`src/hw/rtl/fsb_pkg.sv`:
```
package fsb_pkg;

  localparam int FRAME_POINTS = 2048;
  localparam int ADDR_W       = $clog2(FRAME_POINTS);
  localparam int TW_DEPTH     = FRAME_POINTS / 2;
  localparam int TW_AW        = ADDR_W - 1;
  localparam int PASS_W       = $clog2(ADDR_W);
  localparam int MAX_BARS     = 127;
  localparam int BAR_W        = 7;
  localparam int FS_W         = 8;
  localparam int SAMPLE_BITS  = 12;
  localparam int WORD_W       = 16;
  localparam int D_W          = 24;
  localparam int PT_W         = 2 * D_W;
  localparam int TW_W         = 18;
  localparam int PROD_W       = D_W + TW_W;
  localparam int DIFF_W       = PROD_W + 1;
  localparam int ROUND_SH     = 16;
  localparam int T_W          = DIFF_W - ROUND_SH;
  localparam int SUM_W        = T_W + 1;
  localparam int MAG_W        = 24;
  localparam int SQ_W         = 2 * D_W;
  localparam int ROOT_W       = 2 * D_W + 2;
  localparam int DIVN_W       = MAG_W + FS_W;
  localparam int DCNT_W       = $clog2(DIVN_W);
  localparam int FS_RESET     = 180;
  localparam int BC_RESET     = 127;
  localparam int CFG_DATA_W   = 32;
  localparam int CFG_ADDR_W   = 3;

  localparam logic REG_FULL_SCALE = 1'b0;
  localparam logic REG_BAR_COUNT  = 1'b1;

  typedef struct packed {
    logic [FS_W-1:0]  full_scale;
    logic [BAR_W-1:0] bar_count;
  } frame_job_t;

  typedef logic signed [TW_W-1:0] tw_t;
  typedef tw_t tw_rom_t [TW_DEPTH];

  function automatic logic [63:0] isqrt64(input logic [63:0] x);
    logic [63:0] v;
    logic [63:0] r;
    logic [63:0] bt;
    v  = x;
    r  = '0;
    bt = 64'h4000_0000_0000_0000;
    for (int i = 0; i < 32; i++) begin
      if (v >= r + bt) begin
        v = v - (r + bt);
        r = (r >> 1) + bt;
      end else begin
        r = r >> 1;
      end
      bt = bt >> 2;
    end
    return r;
  endfunction

  function automatic longint round_shift(input longint v, input int n);
    return (v + (longint'(1) << (n - 1))) >>> n;
  endfunction

  function automatic tw_rom_t build_tw(input bit want_sin);
    longint bc [17];
    longint bs [17];
    longint c;
    longint s;
    longint nc;
    longint ns;
    logic [63:0] tmp;
    tw_rom_t rom;
    for (int m = 0; m < 17; m++) begin
      bc[m] = 0;
      bs[m] = 0;
    end
    bc[1] = -(longint'(1) << 30);
    for (int m = 2; m <= ADDR_W; m++) begin
      tmp   = 64'((longint'(1) << 30) + bc[m-1]);
      bc[m] = longint'(isqrt64(tmp << 29));
      tmp   = 64'((longint'(1) << 30) - bc[m-1]);
      bs[m] = longint'(isqrt64(tmp << 29));
    end
    for (int k = 0; k < TW_DEPTH; k++) begin
      c = longint'(1) << 30;
      s = 0;
      for (int b = 0; b + 2 <= ADDR_W; b++) begin
        if (((k >> b) & 1) != 0) begin
          nc = round_shift(c * bc[ADDR_W-b] - s * bs[ADDR_W-b], 30);
          ns = round_shift(c * bs[ADDR_W-b] + s * bc[ADDR_W-b], 30);
          c  = nc;
          s  = ns;
        end
      end
      if (want_sin) begin
        rom[k] = TW_W'(-round_shift(s, 14));
      end else begin
        rom[k] = TW_W'(round_shift(c, 14));
      end
    end
    return rom;
  endfunction

  localparam tw_rom_t TW_COS  = build_tw(1'b0);
  localparam tw_rom_t TW_NSIN = build_tw(1'b1);

  function automatic logic [ADDR_W-1:0] bit_reverse(input logic [ADDR_W-1:0] i);
    logic [ADDR_W-1:0] r;
    for (int b = 0; b < ADDR_W; b++) begin
      r[ADDR_W-1-b] = i[b];
    end
    return r;
  endfunction

  function automatic logic signed [D_W-1:0] sat_d(input logic signed [SUM_W-1:0] v);
    logic signed [SUM_W-1:0] hi;
    logic signed [SUM_W-1:0] lo;
    hi = SUM_W'((longint'(1) << (D_W - 1)) - 1);
    lo = -SUM_W'(longint'(1) << (D_W - 1));
    if (v > hi) begin
      return hi[D_W-1:0];
    end else if (v < lo) begin
      return lo[D_W-1:0];
    end
    return v[D_W-1:0];
  endfunction

endpackage

```
`src/hw/rtl/fsb_queue.sv`:
```
module fsb_queue (
  input  logic                clk,
  input  logic                rst,
  input  logic                push,
  input  fsb_pkg::frame_job_t push_data,
  output logic                full,
  input  logic                pop,
  output logic                empty,
  output fsb_pkg::frame_job_t head
);

  fsb_pkg::frame_job_t entries [2];
  logic                wr_ptr;
  logic                rd_ptr;
  logic [1:0]          count;

  assign full  = (count == 2'd2);
  assign empty = (count == 2'd0);
  assign head  = entries[rd_ptr];

  always_ff @(posedge clk) begin
    if (push) begin
      entries[wr_ptr] <= push_data;
    end
  end

  always_ff @(posedge clk) begin
    if (rst) begin
      wr_ptr <= 1'b0;
      rd_ptr <= 1'b0;
      count  <= '0;
    end else begin
      if (push) begin
        wr_ptr <= ~wr_ptr;
      end
      if (pop) begin
        rd_ptr <= ~rd_ptr;
      end
      count <= count + {1'b0, push} - {1'b0, pop};
    end
  end

`ifndef NO_ASSERTIONS
  a_no_overflow: assert property (@(posedge clk) disable iff (rst) push |-> !full)
    else $error("Frame request pushed into a full queue.");
  a_no_underflow: assert property (@(posedge clk) disable iff (rst) pop |-> !empty)
    else $error("Frame request popped from an empty queue.");
`endif

endmodule

```
`config.mk`:
```
export PLATFORM = sky130hd
export DESIGN_NAME = fsb_queue
export DESIGN_NICKNAME = d
export VERILOG_FILES = /design/src/hw/rtl/fsb_pkg.sv /design/src/hw/rtl/fsb_queue.sv
export SDC_FILE = /design/constraint.sdc
export NUM_CORES = 1
export LEC_CHECK = 0
export BUFFER_PORTS_ARGS = -buffer_cell sky130_fd_sc_hd__buf_2
export CAP_MARGIN = 20
export CORE_ASPECT_RATIO = 0.5
export CORE_MARGIN = 5
export CORE_UTILIZATION = 50
export CTS_CLUSTER_SIZE = 24
export DETAILED_ROUTE_END_ITERATION = 16
export PLACE_DENSITY = 0.86
export SLEW_MARGIN = 40
export SYNTH_ARGS = -nofsm -noshare
export SYNTH_HDL_FRONTEND = slang
export SYNTH_SLANG_ARGS = --single-unit
```
`constraint.sdc`:
```
create_clock -name clk -period 2 [get_ports clk]
set_input_delay 0 -clock clk [delete_from_list [all_inputs] [get_ports clk]]
set_output_delay 0 -clock clk [all_outputs]
set_load 0.02 [all_outputs]
```
Word-level counts from Yosys, hierarchy flattened:

Memory sizes are Yosys's and may differ from the RTL's. A register that Yosys moved wholly into a read port is not among the register bits.
Cells that the tools add are included.

* reductions and logical operators: 1
* $add $sub $neg: 2
* bitwise gates (word level): 2
* muxes and demuxes: 4
* equality and inequality tests: 1

Operators with widths (number)
* 2-to-1 mux 1 bit: 4
* adder 2 x 1 -> 2 bit: 1
* equality test 2 bit, second input constant: 1
* logical NOT 2 bit: 1
* NOT 1 bit: 2
* subtractor 2 x 1 -> 2 bit: 1

* RAM bits: 30
* memories kept: 1
* input bits: 19
* logic and storage cells: 14
* output and inout port bits: 17
* register bits: 4

Memory list
* entries: depth 2, bits a word 15, rd ports 1, clocked after Yosys merged registers in 1, wr ports 1, line fsb_queue.sv:12 `fsb_pkg::frame_job_t entries [2];`

Depth between registers and ports, before layout:

Gate-level depths: netlist of run 1.

* word-level depth: 3
* depth in mapped cells: 6
* depth with buffers taken out: 6

Least setup slack after synthesis of run 1:

OpenSTA, ideal clock, no wires.

* path type: flip-flop to flip-flop
* start: reg wr_ptr
* end: mem entries[0][0] in the netlist's numbering, enable pin
* data arrival time: 1.021 ns
* setup slack: 0.591 ns
* clock period less this slack: 1.409 ns
* data required time: 1.612 ns
* path buffers: 0
* library setup time: 0.388 ns
* stages on the path, launching flop included: 2
* path through: dfxtp_1 > nor2b_1

RTL lines
* start: declaration: line fsb_queue.sv:13 `logic wr_ptr;`
* start signal: assignment: line fsb_queue.sv:34 `wr_ptr <= ~wr_ptr;`
* end: declaration: line fsb_queue.sv:12

No word-level cell before the write port.

==> impl_metrics.yaml, run 1 <==
logic_synthesis:
  syn_inst: 68
  synthAdderAreaFrac_pct: 1.85
  syn-num-nets: 89
  synthSimpleGateAreaFrac_pct: 3.23
  synth_xor_area_share_pct: 2.95
  syn_area_per_cell_um2: 19.9
  synth-seq-cells: 35
  yosysTopAreaCellShare_pct: 66.5
  ys_seq_area_share_pct: 73.9
  synth_compound_area_share_pct: 0
  synthMuxAreaShare_pct: 15.2
  yosys.area.top_type: "edfxtp_1"
  synth.distinct_cells: 13
  synth_warnings: 0
  synth_area_leaders: "edfxtp_1 (66%), mux2_4 (11%), dfxtp_1 (7.4%)"
  netlist_area_um2: 1360
  synth_top_family_by_area: "multiplexers"
sta:
  finClkSkew_ns: 0.0104
  rsz0062_at_grt: "false"
  setup-violations-final: 0
  hold_viol: 0
  maxSlewViolCount: 0
  period_needed_ns: 1.38
  max_slew_margin_pct: 53.5
  tightestPinTransition_ns: 0.697
  final.period_utilization_pct: 68.9
  max_freq_ghz: 0.726
  fin_tns_setup_ns: 0
final_layout:
  layout.nets: 147
  area_growth_pct: 32.9
  multi_input_area_um2: 315
  n_fill_cell: 171
  final-seq-area_um2: 1000
  drive_above_1_share_pct: 44.9
  diodes: 0
critical_path:
  arrival_ns: 1.38
  cp_max_fo: 15
  endpoint_kind: "output pin"
  start_kind: "register"
  crit_type: "reg2out"
  required_ns: 2.00
flow_run:
  drv_cap: 0
route:
  drt-pass1-iter-count: 4
  drtIter0Drc: 50
  top_layer: "met4"
  finalWirelength_um: 2400
  vias_per_cell: 4.55
  ant_nets: 0
  vias: 747
  dr_wl_met3_um: 113
  wl_per_cell_um: 14.7
  drcViolationCount: 0
  m1WireLength_um: 965
  wl_met2_um: 1290
place:
  routabilityCongestion: 0.695
  port_buffers: 35
  hpwl_um: 1560
floorplan:
  fp.dieW_um: 83.6
  die_h_um: 46.8
  fp.dieArea_um2: 3910
  start_util_pct: 52.4
  io_pins: 36
  rows: 13
  core_area_um2: 2590
grt:
  grt_pass1_vias: 750
  grt_antenna_before_repair: 0
  grt_max_degree: 16
  overflow: 0
  grt_pass1_wl_um: 3750
  track_usage_pct: 13.2
cts:
  cts_sinks: 35
  numCtsBuffers: 5
  clock_latency_ns: 0.28
  h-tree-depth: 2
  root_buffer: "clkbuf_8"
  clk_pin_slew_worst_paths_ns: 0.06
  cts_setup_buffers: 0
  cts_tree: "yes"
  clk_path_buf_depth: 2
pwr:
  power_density_nw_per_um2: 910
  leakagePower_nw: 0.731
  ir_drop_mv: 0.393
  total_power_mw: 1.64
outcome:
  status: "completed"
min_path:
  min_path_type: "in2reg"
==> registers in the layout, summed over array words and instances, names as in the netlist, named ones only <==
name     count
entries     30
rd_ptr       1
count        2
wr_ptr       1
==> repair_timing <==
item	CTS	global route
hold buffers	16	0
hold endpoints to repair	35	0
gates resized for setup	0	0
==> cell type report <==
| type | count | share of cell area (%) |
|---|---|---|
| Sequential cell | 35 | 55.6 |
| Timing Repair Buffer | 53 | 19.5 |
| Multi-Input combinational cell | 29 | 17.5 |
| Clock buffer | 8 | 4.45 |
| Tap cell | 37 | 2.57 |
| Inverter | 2 | 0.417 |
==> logic make-up (layout without fill, tap and decap cells) <==
| group | Yosys count | count (layout) |
|---|---|---|
| XOR/XNOR | 3 | 3 |
| flip-flops | 35 | 35 |
| AND/OR/NAND/NOR | 9 | 9 |
| multiplexers | 15 | 15 |
| buffers and inverters | 4 | 63 |
| adder cells (fa/ha/maj) | 2 | 2 |
==> layout by cell type, fill, tap and decap left out, drive strengths merged <==
cell	count
and2	1
buf	37
clkbuf	8
dfxtp	5
dlygate4sd3	16
edfxtp	30
ha	2
inv	2
mux2	15
nor2	5
nor2b	3
xnor2	2
xnor3	1
==> critical path: stages, from the launching register on <==
cell and delay [ns]:
dfxtp_1 0.32, buf_4 0.26, mux2_2 0.37, buf_2 0.16
==> Yosys cell counts (all sizes together) <==
| library cell | number |
|---|---|
| mux2 | 15 |
| dfxtp | 5 |
| xnor3 | 1 |
| nor2 | 5 |
| xnor2 | 2 |
| ha | 2 |
| and2 | 1 |
| edfxtp | 30 |
| nor2b | 3 |
| inv | 2 |
| buf | 2 |
==> where the power goes <==
part           total [mW]  internal [mW]  switching [mW]  leakage (nW)
Sequential          0.871          0.850          0.0206         0.323
Clock               0.471          0.247           0.224        0.0395
Combinational       0.295          0.148           0.148         0.368
Total                1.64           1.24           0.393         0.731
==> per-layer routing <==
metal / up-vias / global-route usage (%)
met2: 14 / 25.4
met4: 0 / 4.81
met3: 5 / 5.25
li1: 366 / -
met1: 362 / 13.8
met5: - / 0
==> through the flow <==
| step | cell area [µm²] | worst slack (ns) | hold slack (ns) | std cells | utilization, % |
|---|---|---|---|---|---|
| final | 1800 | 0.623 | 0.0243 | 164 | 69.6 |
| after global routing | 1800 | 0.556 | 0.0594 | 164 | 69.6 |
| after CTS | 1800 | 0.606 | 0.0296 | 164 | 69.6 |
| after detailed placement | 1560 | 0.653 | 0.191 | 140 | 60.3 |
| after global placement | 1560 | 0.722 | 0.191 | 140 | 60.3 |
| after floorplan | 1360 | 0.591 | 0.0716 | 68 | - |
==> final timing paths <==
kind	start	endpoint	slack [ns]	cells past startpoint
worst max register to register	wr_ptr$_SDFFE_PP0P_	entries[1][0]$_DFFE_PP_	0.67	1
worst min-delay path	pop	register	0.02	3
worst min register to register	rd_ptr$_SDFFE_PP0P_	register	0.54	2
worst max-delay path	register	head[1]	0.62	3
No activity file was read; power rests on OpenSTA's default activity.
==> inputs of run 2 (changes only) <==
==> constraint.sdc (replaced) <==
create_clock -name clk -period 1.3 [get_ports clk]
set_input_delay 0 -clock clk [delete_from_list [all_inputs] [get_ports clk]]
set_output_delay 0 -clock clk [all_outputs]
set_load 0.02 [all_outputs]
==> impl_metrics.yaml, run 2 (same netlist as run 1, synthesis figures left out) <==
cts:
  cts_tree: "yes"
  clock_latency_ns: 0.28
  clk_path_buf_depth: 2
  clk_pin_slew_worst_paths_ns: 0.07
  cts_sinks: 35
  root_buffer: "clkbuf_8"
  h-tree-depth: 2
  numCtsBuffers: 5
pwr:
  leakagePower_nw: 0.778
  ir_drop_mv: 0.652
  power_density_nw_per_um2: 1390
  total_power_mw: 2.68
floorplan:
  core_area_um2: 2590
  die_h_um: 46.8
  start_util_pct: 52.4
  fp.dieW_um: 83.6
  fp.dieArea_um2: 3910
  rows: 13
  io_pins: 36
route:
  drt-pass1-iter-count: 4
  drcViolationCount: 0
  ant_nets: 0
  vias: 805
  wl_per_cell_um: 17.1
  vias_per_cell: 4.79
  drtIter0Drc: 20
  finalWirelength_um: 2880
sta:
  hold_viol: 0
  max_slew_margin_pct: 83.3
  finClkSkew_ns: 0.00879
  max_freq_ghz: 0.783
  fin_tns_setup_ns: 0
  final.period_utilization_pct: 98.3
  tightestPinTransition_ns: 0.249
  maxSlewViolCount: 0
  setup-violations-final: 0
  whs_ns: 0.0563
  timing.final.ws_setup_ns: 0.0226
  period_needed_ns: 1.28
critical_path:
  start_kind: "register"
  r2r_end: "count[1]$_SDFF_PP0_"
  arrival_ns: 1.28
  endpoint_kind: "output pin"
  cp_max_fo: 6
  reg2reg_slack_ns: 0.11
  crit_type: "reg2out"
  reg2reg_from: "count[0]$_SDFF_PP0_"
  rr_worst_depth: 6
  required_ns: 1.30
grt:
  grt_pass1_wl_um: 4400
  track_usage_pct: 15.9
  overflow: 0
  grt_antenna_before_repair: 0
  grt_pass1_vias: 909
  grt_max_degree: 16
place:
  port_buffers: 35
  dp_slack_ns: 0.0661
  post-place-cells: 142
  hpwl_um: 1630
  routabilityCongestion: 0.654
final_layout:
  registers.top_by_ff_count: "entries"
  top_regs: "entries (30), count (2)"
  fin_cells: 168
  area_growth_pct: 42.4
  final_cell_mix: "edfxtp_1 (30), buf_2 (30), dlygate4sd3_1 (16), mux2_4 (10), buf_6 (8)"
  drive_above_1_share_pct: 53.4
  diodes: 0
  layout.nets: 151
  largest_reg_flops: 30
min_path:
  whs_endpoint: "wr_ptr$_SDFFE_PP0P_"
  hold_depth: 3
  min_path_type: "in2reg"
  hold_path.startpoint: "push"
outcome:
  status: "completed"
flow_run:
  drv_cap: 0
## run 2: final cells by class
class / instances / area [µm²]
Sequential cell: 35 / 1010
Fill cell: 141 / 657
Timing Repair Buffer: 57 / 435
Multi-Input combinational cell: 29 / 343
Clock buffer: 7 / 86.3
Tap cell: 37 / 46.3
Inverter: 2 / 7.51
Clock inverter: 1 / 5.00
## run 2: through the flow
stage	area, µm²	utilization (%)
finish	1930	74.6
CTS	1860	71.8
global route	1930	74.6
floorplan	1360	-
detailed placement	1590	61.5
global placement	1590	61.5
## run 2: routing by layer
layer / vias up / track usage [%] / share of wire, %
met2: 27 / 30.8 / 54
met5: - / 0 / 0
met1: 396 / 15.9 / 38
met4: 0 / 10.6 / 2.6
li1: 374 / - / -
met3: 8 / 4.90 / 5.5
## run 2: timing repair
action | CTS | global route
hold endpoints to repair | 35 | 0
resized for setup | 4 | 19
pin swaps | 0 | 2
cloned | 1 | 0
buffers inserted | 0 | 1
endpoints found under the setup margin | 12 | 12
hold buffers | 16 | 0
## run 2: worst max-delay path by stage
stage	from	to	slack [ns]
global placement	count[0]$_SDFF_PP0_	count[1]$_SDFF_PP0_	0.14
detailed placement	count[0]$_SDFF_PP0_	count[1]$_SDFF_PP0_	0.07
CTS	register	head[3]	0.005
finish	register	head[14]	0.02
floorplan	wr_ptr$_SDFFE_PP0P_	entries[1][0]$_DFFE_PP_	0.14
global route	register	head[3]	-0.009
## run 2: power breakdown
part / internal [mW] / switching (mW) / total, mW
Clock: 0.427 / 0.367 / 0.794
Sequential: 1.31 / 0.0411 / 1.35
Combinational: 0.285 / 0.255 / 0.540
Total: 2.02 / 0.662 / 2.68
## run 2: critical path, stage by stage, from the launching register on
cell	delay, ns
dfxtp_4	0.38
buf_6	0.13
mux2_2	0.34
buf_6	0.13
