## src/hw/rtl/fsb_pkg.sv

```systemverilog
package fsb_pkg;

  localparam int FRAME_POINTS = 2048;
  localparam int ADDR_W       = $clog2(FRAME_POINTS);
  localparam int TW_DEPTH     = FRAME_POINTS / 2;
  localparam int TW_AW        = ADDR_W - 1;
  localparam int PASS_W       = $clog2(ADDR_W);
  localparam int MAX_BARS     = 127;
  localparam int BAR_W        = 7;
  localparam int FS_W         = 8;
  localparam int SAMPLE_BITS  = 12;
  localparam int WORD_W       = 16;
  localparam int D_W          = 24;
  localparam int PT_W         = 2 * D_W;
  localparam int TW_W         = 18;
  localparam int PROD_W       = D_W + TW_W;
  localparam int DIFF_W       = PROD_W + 1;
  localparam int ROUND_SH     = 16;
  localparam int T_W          = DIFF_W - ROUND_SH;
  localparam int SUM_W        = T_W + 1;
  localparam int MAG_W        = 24;
  localparam int SQ_W         = 2 * D_W;
  localparam int ROOT_W       = 2 * D_W + 2;
  localparam int DIVN_W       = MAG_W + FS_W;
  localparam int DCNT_W       = $clog2(DIVN_W);
  localparam int FS_RESET     = 180;
  localparam int BC_RESET     = 127;
  localparam int CFG_DATA_W   = 32;
  localparam int CFG_ADDR_W   = 3;

  localparam logic REG_FULL_SCALE = 1'b0;
  localparam logic REG_BAR_COUNT  = 1'b1;

  typedef struct packed {
    logic [FS_W-1:0]  full_scale;
    logic [BAR_W-1:0] bar_count;
  } frame_job_t;

  typedef logic signed [TW_W-1:0] tw_t;
  typedef tw_t tw_rom_t [TW_DEPTH];

  function automatic logic [63:0] isqrt64(input logic [63:0] x);
    logic [63:0] v;
    logic [63:0] r;
    logic [63:0] bt;
    v  = x;
    r  = '0;
    bt = 64'h4000_0000_0000_0000;
    for (int i = 0; i < 32; i++) begin
      if (v >= r + bt) begin
        v = v - (r + bt);
        r = (r >> 1) + bt;
      end else begin
        r = r >> 1;
      end
      bt = bt >> 2;
    end
    return r;
  endfunction

  function automatic longint round_shift(input longint v, input int n);
    return (v + (longint'(1) << (n - 1))) >>> n;
  endfunction

  function automatic tw_rom_t build_tw(input bit want_sin);
    longint bc [17];
    longint bs [17];
    longint c;
    longint s;
    longint nc;
    longint ns;
    logic [63:0] tmp;
    tw_rom_t rom;
    for (int m = 0; m < 17; m++) begin
      bc[m] = 0;
      bs[m] = 0;
    end
    bc[1] = -(longint'(1) << 30);
    for (int m = 2; m <= ADDR_W; m++) begin
      tmp   = 64'((longint'(1) << 30) + bc[m-1]);
      bc[m] = longint'(isqrt64(tmp << 29));
      tmp   = 64'((longint'(1) << 30) - bc[m-1]);
      bs[m] = longint'(isqrt64(tmp << 29));
    end
    for (int k = 0; k < TW_DEPTH; k++) begin
      c = longint'(1) << 30;
      s = 0;
      for (int b = 0; b + 2 <= ADDR_W; b++) begin
        if (((k >> b) & 1) != 0) begin
          nc = round_shift(c * bc[ADDR_W-b] - s * bs[ADDR_W-b], 30);
          ns = round_shift(c * bs[ADDR_W-b] + s * bc[ADDR_W-b], 30);
          c  = nc;
          s  = ns;
        end
      end
      if (want_sin) begin
        rom[k] = TW_W'(-round_shift(s, 14));
      end else begin
        rom[k] = TW_W'(round_shift(c, 14));
      end
    end
    return rom;
  endfunction

  localparam tw_rom_t TW_COS  = build_tw(1'b0);
  localparam tw_rom_t TW_NSIN = build_tw(1'b1);

  function automatic logic [ADDR_W-1:0] bit_reverse(input logic [ADDR_W-1:0] i);
    logic [ADDR_W-1:0] r;
    for (int b = 0; b < ADDR_W; b++) begin
      r[ADDR_W-1-b] = i[b];
    end
    return r;
  endfunction

  function automatic logic signed [D_W-1:0] sat_d(input logic signed [SUM_W-1:0] v);
    logic signed [SUM_W-1:0] hi;
    logic signed [SUM_W-1:0] lo;
    hi = SUM_W'((longint'(1) << (D_W - 1)) - 1);
    lo = -SUM_W'(longint'(1) << (D_W - 1));
    if (v > hi) begin
      return hi[D_W-1:0];
    end else if (v < lo) begin
      return lo[D_W-1:0];
    end
    return v[D_W-1:0];
  endfunction

endpackage

```

## src/hw/rtl/fsb_front.sv

```systemverilog
module fsb_front (
  input  logic                              clk,
  input  logic                              rst,
  input  logic                              in_valid,
  output logic                              in_stall,
  input  logic [fsb_pkg::WORD_W-1:0]        adc_word,
  input  logic [fsb_pkg::FS_W-1:0]          full_scale,
  input  logic [fsb_pkg::BAR_W-1:0]         bar_count,
  input  logic                              job_full,
  output logic                              job_push,
  output fsb_pkg::frame_job_t               job_data,
  input  logic                              frame_release,
  output logic                              frame_held,
  output logic                              wr_en,
  output logic [fsb_pkg::ADDR_W-1:0]        wr_addr,
  output logic [fsb_pkg::PT_W-1:0]          wr_data
);

  logic [fsb_pkg::ADDR_W-1:0]        sample_count;
  logic                              accept;
  logic                              last_sample;
  logic signed [fsb_pkg::SAMPLE_BITS:0] centred;

  assign in_stall    = frame_held | job_full;
  assign accept      = in_valid & ~in_stall;
  assign last_sample = (sample_count == fsb_pkg::ADDR_W'(fsb_pkg::FRAME_POINTS - 1));

  assign centred = $signed({1'b0, adc_word[fsb_pkg::SAMPLE_BITS-1:0]})
                 - $signed((fsb_pkg::SAMPLE_BITS+1)'(1 << (fsb_pkg::SAMPLE_BITS - 1)));

  assign wr_en   = accept;
  assign wr_addr = fsb_pkg::bit_reverse(sample_count);
  assign wr_data = {fsb_pkg::D_W'(centred), fsb_pkg::D_W'(0)};

  assign job_push            = accept & last_sample;
  assign job_data.full_scale = full_scale;
  assign job_data.bar_count  = (bar_count == '0) ? fsb_pkg::BAR_W'(1) : bar_count;

  always_ff @(posedge clk) begin
    if (rst) begin
      sample_count <= '0;
      frame_held   <= 1'b0;
    end else begin
      if (frame_release) begin
        frame_held <= 1'b0;
      end
      if (accept) begin
        if (last_sample) begin
          sample_count <= '0;
          frame_held   <= 1'b1;
        end else begin
          sample_count <= sample_count + 1'b1;
        end
      end
    end
  end

endmodule

```

## config.mk

```make
export PLATFORM = sky130hd
export DESIGN_NAME = fsb_front
export DESIGN_NICKNAME = d
export VERILOG_FILES = /design/src/hw/rtl/fsb_pkg.sv /design/src/hw/rtl/fsb_front.sv
export SDC_FILE = /design/constraint.sdc
export NUM_CORES = 1
export LEC_CHECK = 0
export ABC_AREA = 1
export BUFFER_PORTS_ARGS = -buffer_cell sky130_fd_sc_hd__buf_2
export CORE_MARGIN = 2
export CORE_UTILIZATION = 37
export CTS_CLUSTER_SIZE = 14
export DETAILED_ROUTE_END_ITERATION = 10
export HOLD_SLACK_MARGIN = 0.02
export PLACE_DENSITY = 0.81
export SLEW_MARGIN = 25
export SYNTH_ARGS = -nofsm -noshare
export SYNTH_HDL_FRONTEND = slang
export SYNTH_SLANG_ARGS = --single-unit
```

## constraint.sdc

```tcl
create_clock -name clk -period 1.6 [get_ports clk]
set_clock_uncertainty 0.05 [all_clocks]
set_input_delay 0.16 -clock clk [delete_from_list [all_inputs] [get_ports clk]]
set_output_delay 0.16 -clock clk [all_outputs]
set_load 0.005 [all_outputs]
```

**Word-level counts from Yosys, hierarchy flattened**

Cells that the tools add are included.

- Register bits after elaboration: 12
- Output and inout bits: 78

- $add $sub $neg: 2
- Equal/unequal tests: 1
- Multiplexer cells: 5
- Bitwise gates (word level): 4
- Reductions and logical operators: 1

Operator list:

| operator | count |
|---|---|
| subtractor 12 x 12 -> 13 bit, second input constant | 1 |
| adder 11 x 1 -> 11 bit, second input constant | 1 |
| == test 11 bit, second input constant | 1 |
| two-way mux 11 bit | 1 |
| logical NOT 7 bit | 1 |
| two-way mux 7 bit | 1 |
| two-way mux 1 bit | 3 |
| AND 1 bit | 2 |
| inverter 1 bit | 1 |
| bitwise OR 1 bit | 1 |

**Logic depth before layout (Yosys ltp)**

Gate-level depths: netlist of the first run.

- Depth after elaboration: 4
- Gate-level depth with buffers: 8
- Depth with buffers taken out: 8

**Least setup slack after synthesis of the first run**

No wires, ideal clock.

- Path kind: reg2reg
- Start point: reg sample_count[0] (netlist name)
- End point: reg sample_count[3] (netlist name)
- Library setup time: 115 ps
- Data arrival time: 1096 ps
- Data required time: 1435 ps
- Slack: 339 ps
- Cell stages (with the launch flop): 7
- Path buffers: 0
- Path through: dfxtp_1 > ha_1 > nand3_4 > nor2_8 > nand2_4 > nand2_8 > nor2_2

- Word-level cells in the longest chain between the ends: 2
- Elaborated cells on any way between the ends: 3

Ends and longest elaborated chain:

| item | line | RTL |
|---|---|---|
| start: declaration | fsb_front.sv:19 | `logic [fsb_pkg::ADDR_W-1:0] sample_count;` |
| start signal: assignment | fsb_front.sv:52 | `sample_count <= sample_count + 1'b1;` |
| adder 11 x 1 -> 11 bit / == test 11 bit (equally long branches) | fsb_front.sv:52, fsb_front.sv:26 |  |
| two-way mux 11 bit (*) | fsb_front.sv:48 | `if (last_sample) begin` |

Mark *: on every way between the ends. The rest lies on a longest branch, timed or not.
A chain may end at the register's enable or synchronous reset.

**Worst setup path after layout of the first run**

- Start point: reg sample_count[0] (netlist name)
- End point: out job_push

- Word-level cells in the longest chain between the ends: 2

Ends and longest elaborated chain:

| item | line | RTL |
|---|---|---|
| == test 11 bit | fsb_front.sv:26 | `assign last_sample = (sample_count == fsb_pkg::ADDR_W'(fsb_pkg::FRAME_POINTS - 1));` |
| AND 1 bit | fsb_front.sv:35 | `assign job_push = accept & last_sample;` |
| end: declaration | fsb_front.sv:10 | `output logic job_push,` |

No other way between the ends.

==> results of run 1 <==
-- area by class of cell --
type                            count  area, sq um
Timing Repair Buffer               55        295.3
Tap cell                           44        55.05
Sequential cell                    12        251.5
Multi-Input combinational cell     94        536.8
Inverter                           20        77.57
Clock buffer                        4        36.28
Fill cell                         330         1800
-- logic make-up after synthesis --
logic type	count (synthesis)	synth area share, %
AOI/OAI and AO/OA	6	3.466
xor gates and xnor gates	3	2.206
adders and majority gates	1	1.050
buffers and inverters	81	43.07
DFF	12	20.17
other	1	0.3148
and+or+nand+nor	60	29.73
-- final timing paths --
kind	end	slack, ps	depth (start not counted)
worst max-delay path	job_push	80	6
worst min-delay path	frame_held	40	2
worst max register to register	sample_count[7]	280	7
worst min register to register	sample_count[10]	440	2
-- layout by cell type (no fill, tap or decap), drive strengths merged --
cell,count
a21oi,3
a31o,1
buf,55
clkbuf,4
conb,24
dfxtp,12
ha,1
inv,20
nand2,27
nand3,11
nor2,19
nor3,2
o21ai,2
or2,1
xnor2,1
xor2,2
-- flip-flops by register name (all words and copies together) (netlist names) --
signal        count
sample_count     11
frame_held        1
-- repair_timing --
| action | CTS | global route |
|---|---|---|
| gates resized for setup | 5 | 4 |
| pin swaps | 0 | 3 |
| gates cloned | 0 | 0 |
| hold endpoints to repair | 0 | 0 |
| setup buffers | 0 | 6 |
| setup endpoints to repair | 1 | 1 |
-- power groups by stage --
stage	registers [W]	logic, W	clock network [W]
3_5_place_dp	0.000314	0.000108	0
3_3_place_gp	0.000314	0.000107	0
4_1_cts	0.000310	0.000110	0.000256
5_1_grt	0.000309	0.000130	0.000272
2_1_floorplan	0.000314	0.000161	0
6_report	0.000308	0.000112	0.000246
-- layer usage --
layer	GRT usage (%)	vias to the layer above
met2	17.20	56
li1	-	451
met5	0	-
met3	5.544	4
met1	11.51	401
met4	3.727	0
-- through the flow --
| stage | power, W | setup TNS [ps] | std cells | hold slack (ps) |
|---|---|---|---|---|
| 2_1_floorplan | 0.0004746 | 0 | 187 | 172.4 |
| 3_3_place_gp | 0.0004205 | 0 | 219 | 270.0 |
| 3_5_place_dp | 0.0004220 | 0 | 219 | 270.0 |
| 4_1_cts | 0.0006761 | 0 | 223 | 39.06 |
| 5_1_grt | 0.0007109 | -6.805 | 229 | 36.87 |
| 6_report | 0.0006666 | 0 | 229 | 38.81 |
==> out/summary.txt, run 1 <==
OUTCOME
---------------------------------------------------------------------------------
Result of the run                                                    complete, no violations

PLACEMENT
---------------------------------------------------------------------------------
Final weighted congestion in routability-driven placement                  0.7582
Post-Place Worst Slack                                                   201.7 ps
Half-perimeter wire length of the detailed placement result               1598 um
Area after DPL                                                       0.001147 sq mm
Number of input and output port buffers inserted                               47

DETAILED ROUTING
---------------------------------------------------------------------------------
Via Count                                                                     912
DRT iter0 DRCs                                                                  6
Top routing layer in use                                                     met4
Sum of routed wire segments on met1                                        820 um
Met2 WL post-DR                                                            956 um
Number of design rule violations left after detail routing                      0
Wire length per cell                                                     8.803 um
Count of TritonRoute iterations in the first routing pass                       4
Routed wire length on met3                                                 216 um
Remaining antenna violation count after routing                                 0
Via count normalized by instance count                                      3.983
Wire length reported by the detailed router                               2016 um

POWER AND IR DROP
---------------------------------------------------------------------------------
Cell-internal power                                                   0.0004899 W
Switching share of total power                                             26.51%
Switch Pwr                                                            0.0001767 W
Static power due to leakage                                             0.7146 nW
Share of total power in combinational logic                                 16.8%
Portion of total power attributed to the clock network                      37.0%
Peak ir drop on the vdd network                                         0.4074 mV
Sequential Power Share                                                      46.3%
Total power per unit cell area                                       532.3 mW/mm^2

DIE
---------------------------------------------------------------------------------
Height of the chip                                                       60.74 um
Number of standard-cell rows in the floorplan                                  20
Horizontal die dimension                                                 60.74 um
Initial standard-cell utilization of the core                              39.02%
Die outline area                                                     0.003689 sq mm
Top-level port count                                                          114
Core Region                                                          0.003053 sq mm

FINISH
---------------------------------------------------------------------------------
Ant diodes                                                                      0
Number of nets at the end of the flow                                         223
Post-layout utilization of the core                                        41.02%
Share of layout cells above drive strength 1                               49.19%
Non-Filler Cell Area, Final                                          0.001252 sq mm
Syn-to-layout area delta                                                   5.147%

WORST SETUP PATH
---------------------------------------------------------------------------------
Largest fanout of any net on the critical path                                  5
Cell class contributing the biggest share of worst-path delay          flip-flops
Data arrival at the endpoint of the critical path                         1310 ps
Type of destination of the critical path                              output port
Startpoint of the lowest-slack register-to-register path             sample_count[0]
Required time worst endpoint                                              1390 ps
Critical-path cell with the highest stage delay                           dfxtp_4
Critical path launch point type                                         flip-flop
Critical-path cell list                                              ha_4 -> nand3_4 -> nor2_8 -> nand2_4 -> inv_2 -> buf_2
Buffering stage count on the worst path with inverters included                 2
CP max stage delay                                                         380 ps
Worst Setup Path Type                                                flip-flop to output port
Worst setup startpoint                                               sample_count[0]

STA
---------------------------------------------------------------------------------
Number of setup violations in the final report                                  0
Minimum clock period                                                      1517 ps
Upper clock frequency limit                                            0.6591 GHz
Final critical-path share of the clock period                              94.83%
Setup ws final                                                           82.73 ps
Final Slew Violations                                                           0
Count of final hold-check violations                                            0

CLOCK NETWORK
---------------------------------------------------------------------------------
Maximum number of buffers from clock root to sink                               2
CTS tree                                                                     done
Clock net sink count                                                           12
CTS Hold Buffers Added                                                          0
Clock latency of the later-clocked register in the worst-skew pair         280 ps
Clock transition at path regs                                               80 ps
Master cell of the clock root buffer                                     clkbuf_4
H-tree depth reported by CTS                                                    1
TritonCTS Buffers                                                               3

YOSYS
---------------------------------------------------------------------------------
Top area cells in the synthesized netlist                            buf_4, dfxtp_1, nand2_1, inv_1, nand3_1
Top cell type by total area after synthesis                                 buf_4
Average footprint of a synthesized cell                               7.263 sq um
Proportion of netlist area held by the largest area contributor            34.66%
Netlist area before placement                                        0.001191 sq mm
Total of flip-flops plus latches after synthesis                               12
Count of yosys warnings during synthesis                                        0
Sequential cell area fraction in the yosys report                          20.17%
Most used flip-flop cell after synthesis                                  dfxtp_1
Unique masters post-synth                                                      28
Syn Inst Count                                                                164
FFs w/ async S/R, synth                                                        0%
Most numerous cell types in the synthesized netlist                  buf_4, nand2_1, inv_1
Most repeated cell in the gate-level netlist after synthesis                buf_4
Number of synthesized flops with an enable pin                                  0

GLOBAL ROUTING
---------------------------------------------------------------------------------
Vias in the first global route                                                670
GRT Total Usage                                                            10.46%
Largest net degree at the start of global routing                              14
Wire length of the first global-routing pass                              2842 um
Initial antenna violation count                                                 0
GR Overflow Total                                                               0

MIN PATH
---------------------------------------------------------------------------------
Startpoint of the tightest hold check path                                    rst
Worst hold path type                                                 input port to flip-flop

FLOW RUN
---------------------------------------------------------------------------------
# Max-Cap Violations                                                            0

Note: power is estimated with default switching activity, not from simulation.
==> run 2: changes to the inputs <==
--- a/config.mk
+++ b/config.mk
@@ -5,14 +5,13 @@
 export SDC_FILE = /design/constraint.sdc
 export NUM_CORES = 1
 export LEC_CHECK = 0
-export ABC_AREA = 1
 export BUFFER_PORTS_ARGS = -buffer_cell sky130_fd_sc_hd__buf_2
 export CORE_MARGIN = 2
-export CORE_UTILIZATION = 37
+export CORE_UTILIZATION = 34
 export CTS_CLUSTER_SIZE = 14
 export DETAILED_ROUTE_END_ITERATION = 10
 export HOLD_SLACK_MARGIN = 0.02
-export PLACE_DENSITY = 0.81
+export PLACE_DENSITY = 0.79
 export SLEW_MARGIN = 25
 export SYNTH_ARGS = -nofsm -noshare
 export SYNTH_HDL_FRONTEND = slang
==> out/summary.txt, run 2 <==
YOSYS
---------------------------------------------------------------------------------
Syn Inst Count                                                                123   -25%
FFs w/ async S/R, synth                                                        0%   unchanged
Netlist area before placement                                        0.001050 sq mm   -12%
Most numerous cell types in the synthesized netlist                  buf_4, dfxtp_1, nor2_1
Number of synthesized flops with an enable pin                                  0   unchanged
Count of yosys warnings during synthesis                                        0   unchanged
Top cell type by total area after synthesis                                 buf_4
Proportion of netlist area held by the largest area contributor            39.33%   +4.7 points
Most used flip-flop cell after synthesis                                  dfxtp_1
Sequential cell area fraction in the yosys report                          22.88%   +2.7 points
Average footprint of a synthesized cell                               8.535 sq um   +18%
Top area cells in the synthesized netlist                            buf_4, dfxtp_1, xor2_1, xnor2_1, nor2_1
Total of flip-flops plus latches after synthesis                               12   unchanged
Most repeated cell in the gate-level netlist after synthesis                buf_4
Unique masters post-synth                                                      24   -14%

STA
---------------------------------------------------------------------------------
RSZ-0062 raised after global routing                                        false
Final Slew Violations                                                           0   unchanged
Setup ws final                                                           89.44 ps   +6.713 ps
Total Neg Setup Slack                                                        0 ps   unchanged
Upper clock frequency limit                                            0.6620 GHz   +0.44%
Final critical-path share of the clock period                              94.41%   -0.42 points
Count of final hold-check violations                                            0   unchanged
Number of setup violations in the final report                                  0   unchanged
Minimum clock period                                                      1511 ps   -6.713 ps

DETAILED ROUTING
---------------------------------------------------------------------------------
Via count normalized by instance count                                      4.154   +4.3%
Wire length reported by the detailed router                               1651 um   -18%
Count of TritonRoute iterations in the first routing pass                       2   -2
Number of design rule violations left after detail routing                      0   unchanged
Wire length per cell                                                     9.434 um   +7.2%
Remaining antenna violation count after routing                                 0   unchanged
Via Count                                                                     727   -20%
DRT iter0 DRCs                                                                  3   -3

WORST SETUP PATH
---------------------------------------------------------------------------------
CP max stage delay                                                         380 ps   about the same
Worst reg-to-reg path cell count                                                6   -1
Capturing point of the worst reg2reg path                            sample_count[10]
Data arrival at the endpoint of the critical path                         1300 ps   about the same
Buffering stage count on the worst path with inverters included                 1   -1
Startpoint of the lowest-slack register-to-register path             sample_count[1]
Largest fanout of any net on the critical path                                  4   -1
Required time worst endpoint                                              1390 ps   about the same
Critical path launch point type                                         flip-flop
Type of destination of the critical path                              output port
Critical-path cell with the highest stage delay                           dfxtp_2
Cell class contributing the biggest share of worst-path delay          flip-flops
Worst reg2reg setup slack                                                  230 ps   -50 ps
Worst Setup Path Type                                                flip-flop to output port
Critical-path cell list                                              ha_4 -> nand4bb_4 -> nor2_4 -> and3_1 -> buf_2

CLOCK NETWORK
---------------------------------------------------------------------------------
TritonCTS Buffers                                                               3   unchanged
CTS tree                                                                     done
Clock net sink count                                                           12   unchanged
Clock transition at path regs                                               80 ps   about the same
Master cell of the clock root buffer                                     clkbuf_4
Clock latency of the later-clocked register in the worst-skew pair         270 ps   about the same
CTS Hold Buffers Added                                                          0   unchanged
H-tree depth reported by CTS                                                    1   unchanged
Maximum number of buffers from clock root to sink                               2   unchanged

DIE
---------------------------------------------------------------------------------
Horizontal die dimension                                                 59.57 um   -1.9%
Height of the chip                                                       59.57 um   -1.9%
Initial standard-cell utilization of the core                              34.96%   -4.1 points
Die outline area                                                     0.003548 sq mm   -3.8%
Top-level port count                                                          114   unchanged
Core Region                                                          0.003003 sq mm   -1.6%
Number of standard-cell rows in the floorplan                                  20   unchanged

GLOBAL ROUTING
---------------------------------------------------------------------------------
Largest net degree at the start of global routing                              14   unchanged
GR Overflow Total                                                               0   unchanged
Met1 usage                                                                 10.85%   -0.67 points
Met2 track demand over resource                                            14.60%   -2.6 points
Vias in the first global route                                                564   -16%
GRT Total Usage                                                            9.197%   -1.3 points
Global route hottest layer                                                   met2
Wire length of the first global-routing pass                              2504 um   -12%
Initial antenna violation count                                                 0   unchanged
Met3 global-route usage                                                    1.747%   -3.8 points

FINISH
---------------------------------------------------------------------------------
Non-Filler Cell Area, Final                                          0.001080 sq mm   -14%
Most common library cell in the layout ignoring fill and taps               buf_2
Multi-input combinational cell area                                   470.5 sq um   -12%
Number of fillers in the final layout                                         329   -0.30%
Area used by sequential logic in the layout                           244.0 sq um   -3.0%
Number of nets at the end of the flow                                         180   -19%
Max FFs per register                                                           11   unchanged
Highest-count cells in the layout ignoring fill and taps             buf_2, conb_1, nor2_1, dfxtp_1
Top register by number of flip-flops                                 sample_count
Share of layout cells above drive strength 1                               50.70%   +1.5 points
Syn-to-layout area delta                                                   2.861%
Ant diodes                                                                      0   unchanged
Largest registers                                                    sample_count (11), frame_held (1)

MIN PATH
---------------------------------------------------------------------------------
Startpoint of the tightest hold check path                                    rst
Worst hold path type                                                 input port to flip-flop
Worst Hold Path EP                                                   sample_count[10]
Depth of the worst hold-timing path                                             2   unchanged

PLACEMENT
---------------------------------------------------------------------------------
Final weighted congestion in routability-driven placement                  0.7442   -1.8%
Half-perimeter wire length of the detailed placement result               1327 um   -17%
Number of input and output port buffers inserted                               47   unchanged
Post-Place Worst Slack                                                   137.0 ps   -64.77 ps
Area after DPL                                                        999.7 sq um   -13%

OUTCOME
---------------------------------------------------------------------------------
Result of the run                                                    complete, no violations

POWER AND IR DROP
---------------------------------------------------------------------------------
Static power due to leakage                                             0.5596 nW   -22%
Peak ir drop on the vdd network                                         0.5342 mV   +31%
Total power per unit cell area                                       602.0 mW/mm^2   +13%

FLOW RUN
---------------------------------------------------------------------------------
# Max-Cap Violations                                                            0   unchanged

[run 2: cell types whose count changed after synthesis, sizes merged, moves of 2 or more]
cell   change
o21ai      -2
xor2       +4
and3       +4
xnor2      +3
nor3b      +2
nand3     -11
inv       -18
a21oi      -3
nand2     -25
nor2       -5
nand4      +5
[run 2: cells by family (layout without fill, tap and decap cells)]
group,after synthesis,in the layout,synth area share (%)
adder cells (fa/ha/maj),1,1,1.192
other,1,24,0.3572
multiplexers,1,1,0.9536
buffers and inverters,63,59,42.19
XOR/XNOR,10,10,8.343
flip-flops,12,12,22.88
AND/OR/NAND/NOR,32,32,20.86
AO/OA/AOI/OAI,3,3,3.219
[run 2: worst max path at each step]
stage                          startpoint               to  slack, ps  cells after the start
after floorplan           sample_count[0]  sample_count[0]        220                      5
after global placement    sample_count[1]         job_push        150                      5
after detailed placement  sample_count[1]         job_push        140                      5
after CTS                 sample_count[1]         job_push         50                      5
after global routing      sample_count[1]         job_push         10                      5
final                     sample_count[1]         job_push         90                      5
[run 2: layout make-up]
cell class | instances | area share (%)
Tap cell | 33 | 3.824
Clock buffer | 4 | 3.360
Sequential cell | 12 | 22.60
Timing Repair Buffer | 53 | 25.96
Inverter | 2 | 0.6952
Multi-Input combinational cell | 71 | 43.57
[run 2: layer usage]
| metal | part of all wire (%) | vias up |
|---|---|---|
| li1 | - | 355 |
| met1 | 39 | 309 |
| met2 | 46 | 51 |
| met3 | 12 | 12 |
| met4 | 3.2 | 0 |
| met5 | 0 | - |
[run 2: report_power, final]
part / total, W / internal [W] / switching (W)
registers: 0.000306 / 0.000302 / 0.00000364
logic: 0.000101 / 0.0000479 / 0.0000532
clock network: 0.000243 / 0.000138 / 0.000105
total: 0.000650 / 0.000489 / 0.000161
[run 2: per-stage QoR]
step	instances	total power (W)	hold slack [ps]	utilization (%)
3_3_place_gp	168	0.0004088	270.0	33.29
3_5_place_dp	168	0.0004103	270.0	33.29
4_1_cts	175	0.0006564	73.69	35.54
5_1_grt	175	0.0006906	82.75	35.96
2_1_floorplan	146	0.0004622	182.4	-
6_report	175	0.0006500	79.75	35.96
[run 2: timing repair]
item / in CTS / in global routing
setup buffers: 3 / 0
setup endpoints to repair: 1 / 1
pin swaps: 3 / 1
resized for setup: 3 / 3
[run 2: worst register-to-register path, delay by kind of cell, from the launching register on]
family / cells / cell delay, ps
buffers and inverters: 1 / 170
XOR/XNOR: 1 / 140
AND/OR/NAND/NOR: 3 / 360
adder cells (fa/ha/maj): 1 / 160
flip-flops: 1 / 380
